## config.mk

```make
export PLATFORM = sky130hd
export DESIGN_NAME = siphash_keyed_hash
export DESIGN_NICKNAME = d
export VERILOG_FILES = /design/src/design/siph_pkg.sv /design/src/design/siph_round.sv /design/src/design/siphash_keyed_hash.sv
export SDC_FILE = /design/constraint.sdc
export NUM_CORES = 2
export LEC_CHECK = 0
export ABC_AREA = 1
export ABC_CLOCK_PERIOD_IN_PS = 6940
export BUFFER_PORTS_ARGS = -buffer_cell sky130_fd_sc_hd__buf_4
export CAP_MARGIN = 25
export CORE_UTILIZATION = 35
export DETAILED_ROUTE_END_ITERATION = 10
export PLACE_DENSITY = 0.61
export RECOVER_POWER = 100
export SKIP_CTS_REPAIR_TIMING = 1
export SYNTH_ARGS = -nofsm -noshare
export SYNTH_HDL_FRONTEND = slang
export SYNTH_SLANG_ARGS = --single-unit
```

## constraint.sdc

```tcl
create_clock -name clk -period 6.94 [get_ports clk]
set_input_delay 2.082 -clock clk [delete_from_list [all_inputs] [get_ports clk]]
set_output_delay 2.082 -clock clk [all_outputs]
set_load 0.02 [all_outputs]
```

## src/design/siph_pkg.sv

```systemverilog
// ----------------------------------------------------------------------------
// siph_pkg: shared types and constants for the SipHash-2-4 engine
// Lane bundle, sequencer states, register indexes and initialization values.
// ----------------------------------------------------------------------------
package siph_pkg;

	localparam int unsigned LANE_W = 64;

	localparam logic [LANE_W-1:0] INIT_C0 = 64'h736f_6d65_7073_6575;
	localparam logic [LANE_W-1:0] INIT_C1 = 64'h646f_7261_6e64_6f6d;
	localparam logic [LANE_W-1:0] INIT_C2 = 64'h6c79_6765_6e65_7261;
	localparam logic [LANE_W-1:0] INIT_C3 = 64'h7465_6462_7974_6573;

	localparam logic [LANE_W-1:0] FINAL_XOR = 64'h0000_0000_0000_00ff;

	localparam int unsigned ROT_A = 13;
	localparam int unsigned ROT_B = 16;
	localparam int unsigned ROT_C = 17;
	localparam int unsigned ROT_D = 21;
	localparam int unsigned ROT_HALF = 32;

	localparam int unsigned BYTES_PER_WORD = 8;
	localparam int unsigned LEN_SHIFT = 56;

	typedef struct packed {
		logic [LANE_W-1:0] v0;
		logic [LANE_W-1:0] v1;
		logic [LANE_W-1:0] v2;
		logic [LANE_W-1:0] v3;
	} lanes_t;

	typedef enum logic [2:0] {
		ST_IDLE,
		ST_FULL,
		ST_TAIL,
		ST_FINAL
	} state_t;

	// Register index decoded from paddr[3]
	typedef enum logic {
		REG_KEY_LOW  = 1'b0,
		REG_KEY_HIGH = 1'b1
	} reg_idx_t;

endpackage

```

## src/design/siph_round.sv

```systemverilog
// ----------------------------------------------------------------------------
// siph_round: one SipRound
// Combinational add-rotate-xor round over the four lanes.
// ----------------------------------------------------------------------------
module siph_round
	import siph_pkg::*;
(
	input  lanes_t lanes_in,
	output lanes_t lanes_out
);

	function automatic logic [LANE_W-1:0] rotl(input logic [LANE_W-1:0] x,
						   input int unsigned s);
		rotl = (x << s) | (x >> (LANE_W - s));
	endfunction

	logic [LANE_W-1:0] a0, a1, a2, a3;
	logic [LANE_W-1:0] b0, b1, b2, b3;

	always_comb begin
		a0 = lanes_in.v0 + lanes_in.v1;
		a1 = rotl(lanes_in.v1, ROT_A) ^ a0;
		a0 = rotl(a0, ROT_HALF);
		a2 = lanes_in.v2 + lanes_in.v3;
		a3 = rotl(lanes_in.v3, ROT_B) ^ a2;
		b0 = a0 + a3;
		b3 = rotl(a3, ROT_D) ^ b0;
		b2 = a2 + a1;
		b1 = rotl(a1, ROT_C) ^ b2;
		b2 = rotl(b2, ROT_HALF);
		lanes_out = '{v0: b0, v1: b1, v2: b2, v3: b3};
	end

endmodule

```

## src/design/siphash_keyed_hash.sv

```systemverilog
// ----------------------------------------------------------------------------
// siphash_keyed_hash: SipHash-2-4, 64-bit result, 128-bit key
// Keyed hash over a stream of little-endian 64-bit message words.
// ----------------------------------------------------------------------------
// Usage:
//   Write the key through the APB port: key_low at byte address 0, key_high
//   at byte address 8 (64-bit data). The key is sampled when a message starts.
//   Message words enter on msg_valid/msg_stall; a transfer happens when
//   msg_valid is high and msg_stall is low. last_word marks the final word;
//   valid_bytes (0..8, larger values count as 8) applies to that word only.
//   The hash leaves on hash_valid/hash_stall with hash_value.
// Timing:
//   One SipRound per cycle on a single shared round unit; the last round waits
//   while hash_stall holds a result. A non-last word holds msg_stall through its
//   2 compression rounds, so no word transfers before they finish. A last word
//   runs 2 + 4 = 6 rounds, or 8 when all eight bytes are valid; hash_valid rises
//   as the last round ends, with hash_value registered, and the next word can
//   transfer as hash_valid rises. msg_stall stays high while the rounds run.
// Reset and stall:
//   arst_n clears the key, the lanes and the sequencer; the next word starts
//   a new message. While hash_stall holds a result, the next message runs
//   until its last round and then waits there until the output frees.
// ----------------------------------------------------------------------------
module siphash_keyed_hash
	import siph_pkg::*;
(
	input  logic              clk,
	input  logic              arst_n,
	// configuration port
	input  logic              psel,
	input  logic              penable,
	input  logic              pwrite,
	input  logic [3:0]        paddr,
	input  logic [63:0]       pwdata,
	output logic [63:0]       prdata,
	output logic              pready,
	// message channel
	input  logic              msg_valid,
	output logic              msg_stall,
	input  logic [63:0]       message_word,
	input  logic [3:0]        valid_bytes,
	input  logic              last_word,
	// hash channel
	output logic              hash_valid,
	input  logic              hash_stall,
	output logic [63:0]       hash_value
);

	// ------------------------------------------------------------------
	// Configuration registers
	// ------------------------------------------------------------------
	logic [LANE_W-1:0] key_low_q, key_high_q;
	reg_idx_t          reg_idx;
	logic              cfg_write;

	assign pready    = 1'b1;
	assign reg_idx   = reg_idx_t'(paddr[3]);
	assign cfg_write = psel && penable && pwrite;

	always_ff @(posedge clk or negedge arst_n) begin
		if (!arst_n) begin
			key_low_q  <= '0;
			key_high_q <= '0;
		end else if (cfg_write) begin
			unique case (reg_idx)
				REG_KEY_LOW:  key_low_q  <= pwdata;
				REG_KEY_HIGH: key_high_q <= pwdata;
				default: ;
			endcase
		end
	end

	always_comb begin
		unique case (reg_idx)
			REG_KEY_LOW:  prdata = key_low_q;
			REG_KEY_HIGH: prdata = key_high_q;
			default:      prdata = '0;
		endcase
	end

	// ------------------------------------------------------------------
	// Datapath state
	// ------------------------------------------------------------------
	state_t            state_q, state_d;
	lanes_t            lanes_q, lanes_d;
	logic [LANE_W-1:0] block_q, block_d;    // block being compressed
	logic [7:0]        len_q, len_d;        // message length mod 256
	logic [1:0]        cnt_q, cnt_d;        // round counter
	logic              last_q, last_d;      // current word ends the message
	logic              start_q, start_d;    // next word opens a message
	logic              hvalid_q, hvalid_d;
	logic [LANE_W-1:0] hash_q, hash_d;

	lanes_t            round_out;
	logic              msg_xfer;

	siph_round u_round (
		.lanes_in  (lanes_q),
		.lanes_out (round_out)
	);

	assign msg_stall  = (state_q != ST_IDLE);
	assign msg_xfer   = msg_valid && !msg_stall;
	assign hash_valid = hvalid_q;
	assign hash_value = hash_q;

	// Accept-time preparation: starting lanes, tail word and new length
	lanes_t            base_lanes;
	logic [7:0]        base_len;
	logic [3:0]        nvalid;
	logic              full_last;
	logic [LANE_W-1:0] tail_word;
	logic [7:0]        len_full;
	logic [7:0]        len_tail;

	always_comb begin
		if (start_q) begin
			base_lanes = '{v0: INIT_C0 ^ key_low_q, v1: INIT_C1 ^ key_high_q,
				       v2: INIT_C2 ^ key_low_q, v3: INIT_C3 ^ key_high_q};
			base_len   = '0;
		end else begin
			base_lanes = lanes_q;
			base_len   = len_q;
		end

		nvalid    = (valid_bytes > 4'(BYTES_PER_WORD)) ? 4'(BYTES_PER_WORD) : valid_bytes;
		full_last = (nvalid == 4'(BYTES_PER_WORD));

		// keep only bytes below the valid count
		for (int i = 0; i < BYTES_PER_WORD; i++) begin
			tail_word[i*8 +: 8] = (4'(i) < nvalid) ? message_word[i*8 +: 8] : 8'h00;
		end

		len_full = base_len + 8'(BYTES_PER_WORD);
		len_tail = base_len + {4'h0, nvalid};
	end

	// ------------------------------------------------------------------
	// Sequencer
	// ------------------------------------------------------------------
	always_ff @(posedge clk or negedge arst_n) begin
		if (!arst_n) begin
			state_q  <= ST_IDLE;
			lanes_q  <= '0;
			len_q    <= '0;
			cnt_q    <= '0;
			last_q   <= 1'b0;
			start_q  <= 1'b1;
			hvalid_q <= 1'b0;
		end else begin
			state_q  <= state_d;
			lanes_q  <= lanes_d;
			len_q    <= len_d;
			cnt_q    <= cnt_d;
			last_q   <= last_d;
			start_q  <= start_d;
			hvalid_q <= hvalid_d;
		end
	end

	always_ff @(posedge clk) begin
		block_q <= block_d;
		hash_q  <= hash_d;
	end

	always_comb begin
		state_d  = state_q;
		lanes_d  = lanes_q;
		block_d  = block_q;
		len_d    = len_q;
		cnt_d    = cnt_q;
		last_d   = last_q;
		start_d  = start_q;
		hash_d   = hash_q;
		// drop the result once the receiver takes it
		hvalid_d = hvalid_q && hash_stall;

		unique case (state_q)
			ST_IDLE: begin
				if (msg_xfer) begin
					start_d = 1'b0;
					last_d  = last_word;
					cnt_d   = '0;
					lanes_d = base_lanes;
					if (!last_word || full_last) begin
						// compress the whole word first
						block_d    = message_word;
						len_d      = len_full;
						lanes_d.v3 = base_lanes.v3 ^ message_word;
						state_d    = ST_FULL;
					end else begin
						block_d    = {len_tail, 56'h0} | tail_word;
						len_d      = len_tail;
						lanes_d.v3 = base_lanes.v3 ^ ({len_tail, 56'h0} | tail_word);
						state_d    = ST_TAIL;
					end
				end
			end

			ST_FULL: begin
				lanes_d = round_out;
				cnt_d   = cnt_q + 2'd1;
				if (cnt_q == 2'd1) begin
					cnt_d      = '0;
					lanes_d.v0 = round_out.v0 ^ block_q;
					if (last_q) begin
						// follow with the length-only block
						block_d    = {len_q, 56'h0};
						lanes_d.v3 = round_out.v3 ^ {len_q, 56'h0};
						state_d    = ST_TAIL;
					end else begin
						state_d = ST_IDLE;
					end
				end
			end

			ST_TAIL: begin
				lanes_d = round_out;
				cnt_d   = cnt_q + 2'd1;
				if (cnt_q == 2'd1) begin
					cnt_d      = '0;
					lanes_d.v0 = round_out.v0 ^ block_q;
					lanes_d.v2 = round_out.v2 ^ FINAL_XOR;
					state_d    = ST_FINAL;
				end
			end

			ST_FINAL: begin
				if (cnt_q != 2'd3) begin
					lanes_d = round_out;
					cnt_d   = cnt_q + 2'd1;
				end else if (!(hvalid_q && hash_stall)) begin
					// hold on the last round while a hash still waits
					lanes_d  = round_out;
					cnt_d    = '0;
					hash_d   = round_out.v0 ^ round_out.v1 ^ round_out.v2 ^ round_out.v3;
					hvalid_d = 1'b1;
					start_d  = 1'b1;
					state_d  = ST_IDLE;
				end
			end

			default: state_d = ST_IDLE;
		endcase
	end

	// ------------------------------------------------------------------
	// Assertions
	// ------------------------------------------------------------------
	a_hash_from_final: assert property (@(posedge clk) disable iff (!arst_n)
		$rose(hash_valid) |-> $past(state_q == ST_FINAL))
		else $error("hash_valid rose outside finalization");

	a_accept_starts_work: assert property (@(posedge clk) disable iff (!arst_n)
		msg_xfer |=> (state_q == ST_FULL || state_q == ST_TAIL))
		else $error("accepted word did not start rounds");

	a_two_round_phase: assert property (@(posedge clk) disable iff (!arst_n)
		(state_q == ST_FULL || state_q == ST_TAIL) |-> cnt_q <= 2'd1)
		else $error("round counter overran a compression");

	a_start_clears: assert property (@(posedge clk) disable iff (!arst_n)
		msg_xfer |=> !start_q)
		else $error("message start flag not cleared on transfer");

endmodule
```

[Word level (Yosys, flattened, before mapping)]
Cells that the tools add are included.
Word-level totals
  bits in registers: 528
  logic and storage cells: 140
  bits of input ports: 144
  output and inout port bits: 131
Operators by class
  bitwise logic cells: 26
  order comparisons: 9
  eq/ne operators: 14
  $add $sub $neg: 7
  reduce and logical (&&, ||, !) cells: 24
  multiplexer cells: 46
Operators by type and width (count)
  256-bit 2-to-1 mux: 4
  256-bit one-hot mux with 4 select lines: 1
  64-bit XOR: 11
  64-bit 2-to-1 mux: 8
  64-bit adder: 4
  64-bit one-hot mux with 2 select lines: 2
  64-bit by 32-bit bitwise OR with 64-bit output: 2
  8-bit 2-to-1 mux: 11
  64-bit by 13-bit bitwise OR with 64-bit output: 1
  64-bit by 16-bit bitwise OR with 64-bit output: 1
  64-bit by 17-bit bitwise OR with 64-bit output: 1
  64-bit by 21-bit bitwise OR with 64-bit output: 1
  64-bit bitwise OR: 1
  37-bit inverter: 1
  35-bit inverter: 1
  34-bit inverter: 1
  32-bit inverter: 1
  3-bit by 4-bit < comparator with 1-bit output (first input constant): 4
  2-bit inequality test (second input constant): 8
  3-bit 2-to-1 mux: 5
  2-bit 2-to-1 mux: 6
  3-bit one-hot mux with 4 select lines: 1
  4-bit AND reduction: 3
  3-bit AND reduction: 3
  other kinds (27): 44

[Logic depth before layout (Yosys ltp)]
  depth in word-level cells: 9
  gate-level depth with buffers: 42
  mapped depth without buffers: 42

[By module]
A second synthesis with hierarchy kept.
Unflattened totals
  cell total of the unflattened synthesis: 7358
  area total of the unflattened synthesis: 49542.5 um^2
Modules (own cells, without submodules)
  siphash_keyed_hash: area each 27431.3 um^2, seq. area each 13829.5 um^2, instances 1, cells an instance 3261
  siph_round: area each 22111.2 um^2, seq. area each 0.0 um^2, instances 1, cells an instance 4097

[Worst setup path before layout]
OpenSTA, ideal clock, no wires.
  path kind: input -> register
  start: input hash_stall
  end: register hash_q[0], in the netlist hash_value[0] (enable)
  buffers on the path: 0
  setup time: 0.509 ns
  setup slack: 1.271 ns
  cell stages on the path: 1
  required time: 6.431 ns
  arrival: 5.161 ns
  cell sequence: a21oi_1
On the way
  cells in the longest elaborated chain, start to end: 3
RTL lines
  start: declaration: line siphash_keyed_hash.sv:45  | input logic hash_stall,
  1-bit logical AND: line siphash_keyed_hash.sv:232  | end else if (!(hvalid_q && hash_stall)) begin
  1-bit inverter (no source line)
  3-bit AND reduction (no source line)
  end signal: assignment: line siphash_keyed_hash.sv:163  | hash_q <= hash_d;
  end: declaration: line siphash_keyed_hash.sv:92  | logic [LANE_W-1:0] hash_q, hash_d;
No other way between the ends.
A chain may end at the register's enable or synchronous reset.

[Worst setup path after layout]
  start: register lanes_q[0] (netlist name)
  end: register lanes_q[63] (netlist name)
On the way
  cells in the longest elaborated chain, start to end: 8
RTL lines
  start: declaration: line siphash_keyed_hash.sv:85  | lanes_t lanes_q, lanes_d;
  start signal: assignment: line siphash_keyed_hash.sv:152  | lanes_q <= lanes_d;
  64-bit adder / 64-bit by 16-bit bitwise OR with 64-bit output (equally long branches): line siph_round.sv:24, siph_round.sv:14
  64-bit XOR *: line siph_round.sv:25  | a3 = rotl(lanes_in.v3, ROT_B) ^ a2;
  64-bit adder / 64-bit by 21-bit bitwise OR with 64-bit output (equally long branches): line siph_round.sv:26, siph_round.sv:14
  64-bit XOR *: line siph_round.sv:27  | b3 = rotl(a3, ROT_D) ^ b0;
  64-bit XOR: line siphash_keyed_hash.sv:209  | lanes_d.v3 = round_out.v3 ^ {len_q, 56'h0};
  64-bit 2-to-1 mux: line siphash_keyed_hash.sv:206  | if (last_q) begin
  64-bit 2-to-1 mux: line siphash_keyed_hash.sv:203  | if (cnt_q == 2'd1) begin
  256-bit one-hot mux with 4 select lines *: line siphash_keyed_hash.sv:178  | unique case (state_q)
Every way passes the cells marked *; elsewhere a longest branch is shown, timed or not. The select of a mux whose other input is x is not followed.

==> flow_summary.json <==
{
  "postPlaceCellArea_sq_um": 54200,
  "finalSetupViolations": 1,
  "crit_arrival_ns": 7.53,
  "cts.clk_slew.worst_paths_ns": 0.07,
  "synth.top_cell.area_share_pct": 21.7,
  "cp-end-kind": "flop",
  "dp_hpwl_microns": 273000,
  "synth-warning-count": 0,
  "stdcell_area_sq_um": 55700,
  "worst_slack_ns": -0.0723,
  "r2r_start": "lanes_q[0]",
  "max_slew.worst_pin.slew_ns": 3.15,
  "critPathLaunchType": "flop",
  "core_area_sq_um": 130000,
  "critPathMaxStageDelay_ns": 1.02,
  "syn2layout_area_growth_pct": 21.1,
  "cts_tree": "done",
  "clk_latency_ns": 0.73,
  "async_flop_share_pct": 75.7,
  "ys_types": 82,
  "period_share_pct": 101,
  "cts_num_sinks": 527,
  "maxCapViolCount": 16,
  "synthFlopType": "dfrtp_1",
  "drtAntennaViolNets": 0,
  "synth_top_cells_by_area": "dfrtp_1 (22%), nand2_1 (12%), edfxtp_1 (8.4%), a21oi_1 (7.5%), ha_1 (7.2%)",
  "synth_edf_count": 128,
  "grt-ovfl-total": 0,
  "initial_core_util_pct": 35.4,
  "drive_gt1_share_pct": 13.3,
  "rsz0062_at_grt": "false",
  "crit_family": "simple AND/OR/NAND/NOR gates",
  "cts_buffer_depth": 3,
  "crit_slowest_cell": "xor2_2",
  "clock.fmax_ghz": 0.143,
  "hold_depth": 2,
  "ys_ff_latch": 527,
  "r2r_slack_ns": -0.07,
  "drc_errors": 0,
  "htreeDepth": 3,
  "detail_route.wirelength_microns": 326000,
  "worst-path-buf-inv": 4,
  "drv_slew": 838,
  "ys_seq_area_share_pct": 30.1,
  "hp-class": "reg2reg",
  "reg2regPathDepth": 30,
  "wl_per_cell_microns": 35.8,
  "ios": 275,
  "crit_path_frequent_cell": "nand2_1",
  "nNetsFinal": 7718,
  "multi_input_area_sq_um": 28600,
  "area.sequential_sq_um": 13800,
  "worstPathRequired_ns": 7.46,
  "synth_cells": 6598,
  "num_vias": 54100,
  "die_w_microns": 364,
  "final_hold_viol_count": 0,
  "drtIter0Drc": 8773,
  "status": "finished with violations",
  "synth_common_cells": "nand2_1 (1,451), inv_1 (755), a21oi_1 (691)",
  "slew_headroom_pct": -110,
  "rows": 132,
  "synthesis.area_sq_um": 46000,
  "period_needed_ns": 7.01,
  "track_usage_pct": 48.0,
  "drtPass1Iterations": 7,
  "die_area_sq_um": 133000,
  "rr_endpoint": "lanes_q[63]",
  "criticalPathCategory": "reg2reg",
  "place_congestion": 1.16,
  "antenna_found_initial": 43,
  "hold_path.startpoint": "key_high_q[11]",
  "grt_max_degree": 129,
  "io_buffers": 270,
  "yosys.cell_count.top_type": "nand2_1",
  "fill_cells": 14100,
  "numCtsBuffers": 70,
  "grt_first_pass_wirelength_microns": 426000,
  "root_buffer": "clkbuf_16",
  "final_util_pct": 42.9,
  "first_global_vias": 48500,
  "fin_skew_ns": 0.0739,
  "critical_path.max_fanout": 5,
  "synth_top_area_cell": "dfrtp_1",
  "die_h_microns": 364,
  "violations": "max-capacitance violations, max-slew violations, negative setup slack",
  "hold_path_end": "key_high_q[11]",
  "detail_route.vias_per_cell": 5.93,
  "syn_nets": 7012,
  "hold_slack_ns": 0.486,
  "postSynthAreaPerCell_sq_um": 6.97
}
## worst reg2reg max path, delay by kind of cell, from the launching register on
family / cells / cell delay, ns
xor gates and xnor gates: 2 / 1.79
AOI/OAI and AO/OA: 6 / 1.13
buffers and inverters: 4 / 0.41
and+or+nand+nor: 15 / 2.09
adders and majority gates: 3 / 1.04
DFF: 1 / 0.37
## final cells by class
type                    count  area share (%)
multi-input cells        5092            51.4
flip-flops and latches    527            24.9
repair buffers            842            10.1
inverters                 771            5.20
well taps                1742            3.92
clock buffers             100            3.64
clock inverters            29           0.764
diodes                     18          0.0809
## cells in the final DEF, fill, tap and decap left out, drive strengths merged, types with 23 or more instances in the layout
cell,n
a21o,23
a21oi,717
a22oi,34
a31oi,84
buf,599
clkbuf,343
clkinv,26
dfrtp,398
edfxtp,128
ha,265
inv,768
nand2,1491
nand3,258
nand4,27
nor2,690
nor3,55
o211ai,30
o21ai,656
o21bai,26
or2,50
xnor2,157
xor2,360
## through the flow
step | TNS [ns] | cells | setup slack (ns)
6_report | -0.0723 | 9121 | -0.0723
3_3_place_gp | 0 | 8960 | 0.243
3_5_place_dp | 0 | 8967 | 0.260
2_1_floorplan | 0 | 6598 | 1.27
5_1_grt | 0 | 9107 | 0.00696
4_1_cts | 0 | 9096 | 0.241
## routing by layer
metal | wire, microns | part of all wire, % | vias up | global-route usage (%)
met5 | 185 | 0.057 | - | 0
met4 | 28800 | 8.8 | 26 | 33.8
met3 | 44900 | 14 | 810 | 17.7
met2 | 124000 | 38 | 3962 | 65.0
met1 | 128000 | 39 | 26100 | 62.4
li1 | - | - | 23200 | -
## how the worst max path moves through the flow
stage                     slack (ns)    startpoint              to  depth (start not counted)
after global placement          0.24   lanes_q[11]     lanes_q[62]                         30
after floorplan                 1.27    hash_stall   hash_value[0]                          1
final                          -0.07    lanes_q[0]     lanes_q[63]                         30
after global routing           0.007  lanes_q[192]  hash_value[43]                         29
after detailed placement        0.26   lanes_q[11]     lanes_q[62]                         30
after CTS                       0.24   lanes_q[11]    lanes_q[250]                         29
## cells by family (layout without fill, tap and decap cells)
| group | Yosys count | after routing | share of synthesized area (%) |
|---|---|---|---|
| and+or+nand+nor | 2613 | 2613 | 23.5 |
| AOI/OAI and AO/OA | 1688 | 1688 | 20.6 |
| buffers and inverters | 979 | 1742 | 8.06 |
| DFF | 527 | 527 | 30.1 |
| xor gates and xnor gates | 518 | 518 | 10.3 |
| adders and majority gates | 270 | 270 | 7.43 |
| muxes | 2 | 2 | 0.0463 |
| other | 1 | 19 | 0.00816 |
## sequential cells by signal, indices dropped and copies added (netlist names)
name        flops
block_q        64
lanes_q       256
cnt_q           2
start_q         1
len_q           8
last_q          1
key_high_q     64
key_low_q      64
state_q         2
hash_value     64
hash_valid      1
Power is left out: the tool's default activity adds up to more than one toggle a clock period on the data nets, which glitch-free logic cannot reach.
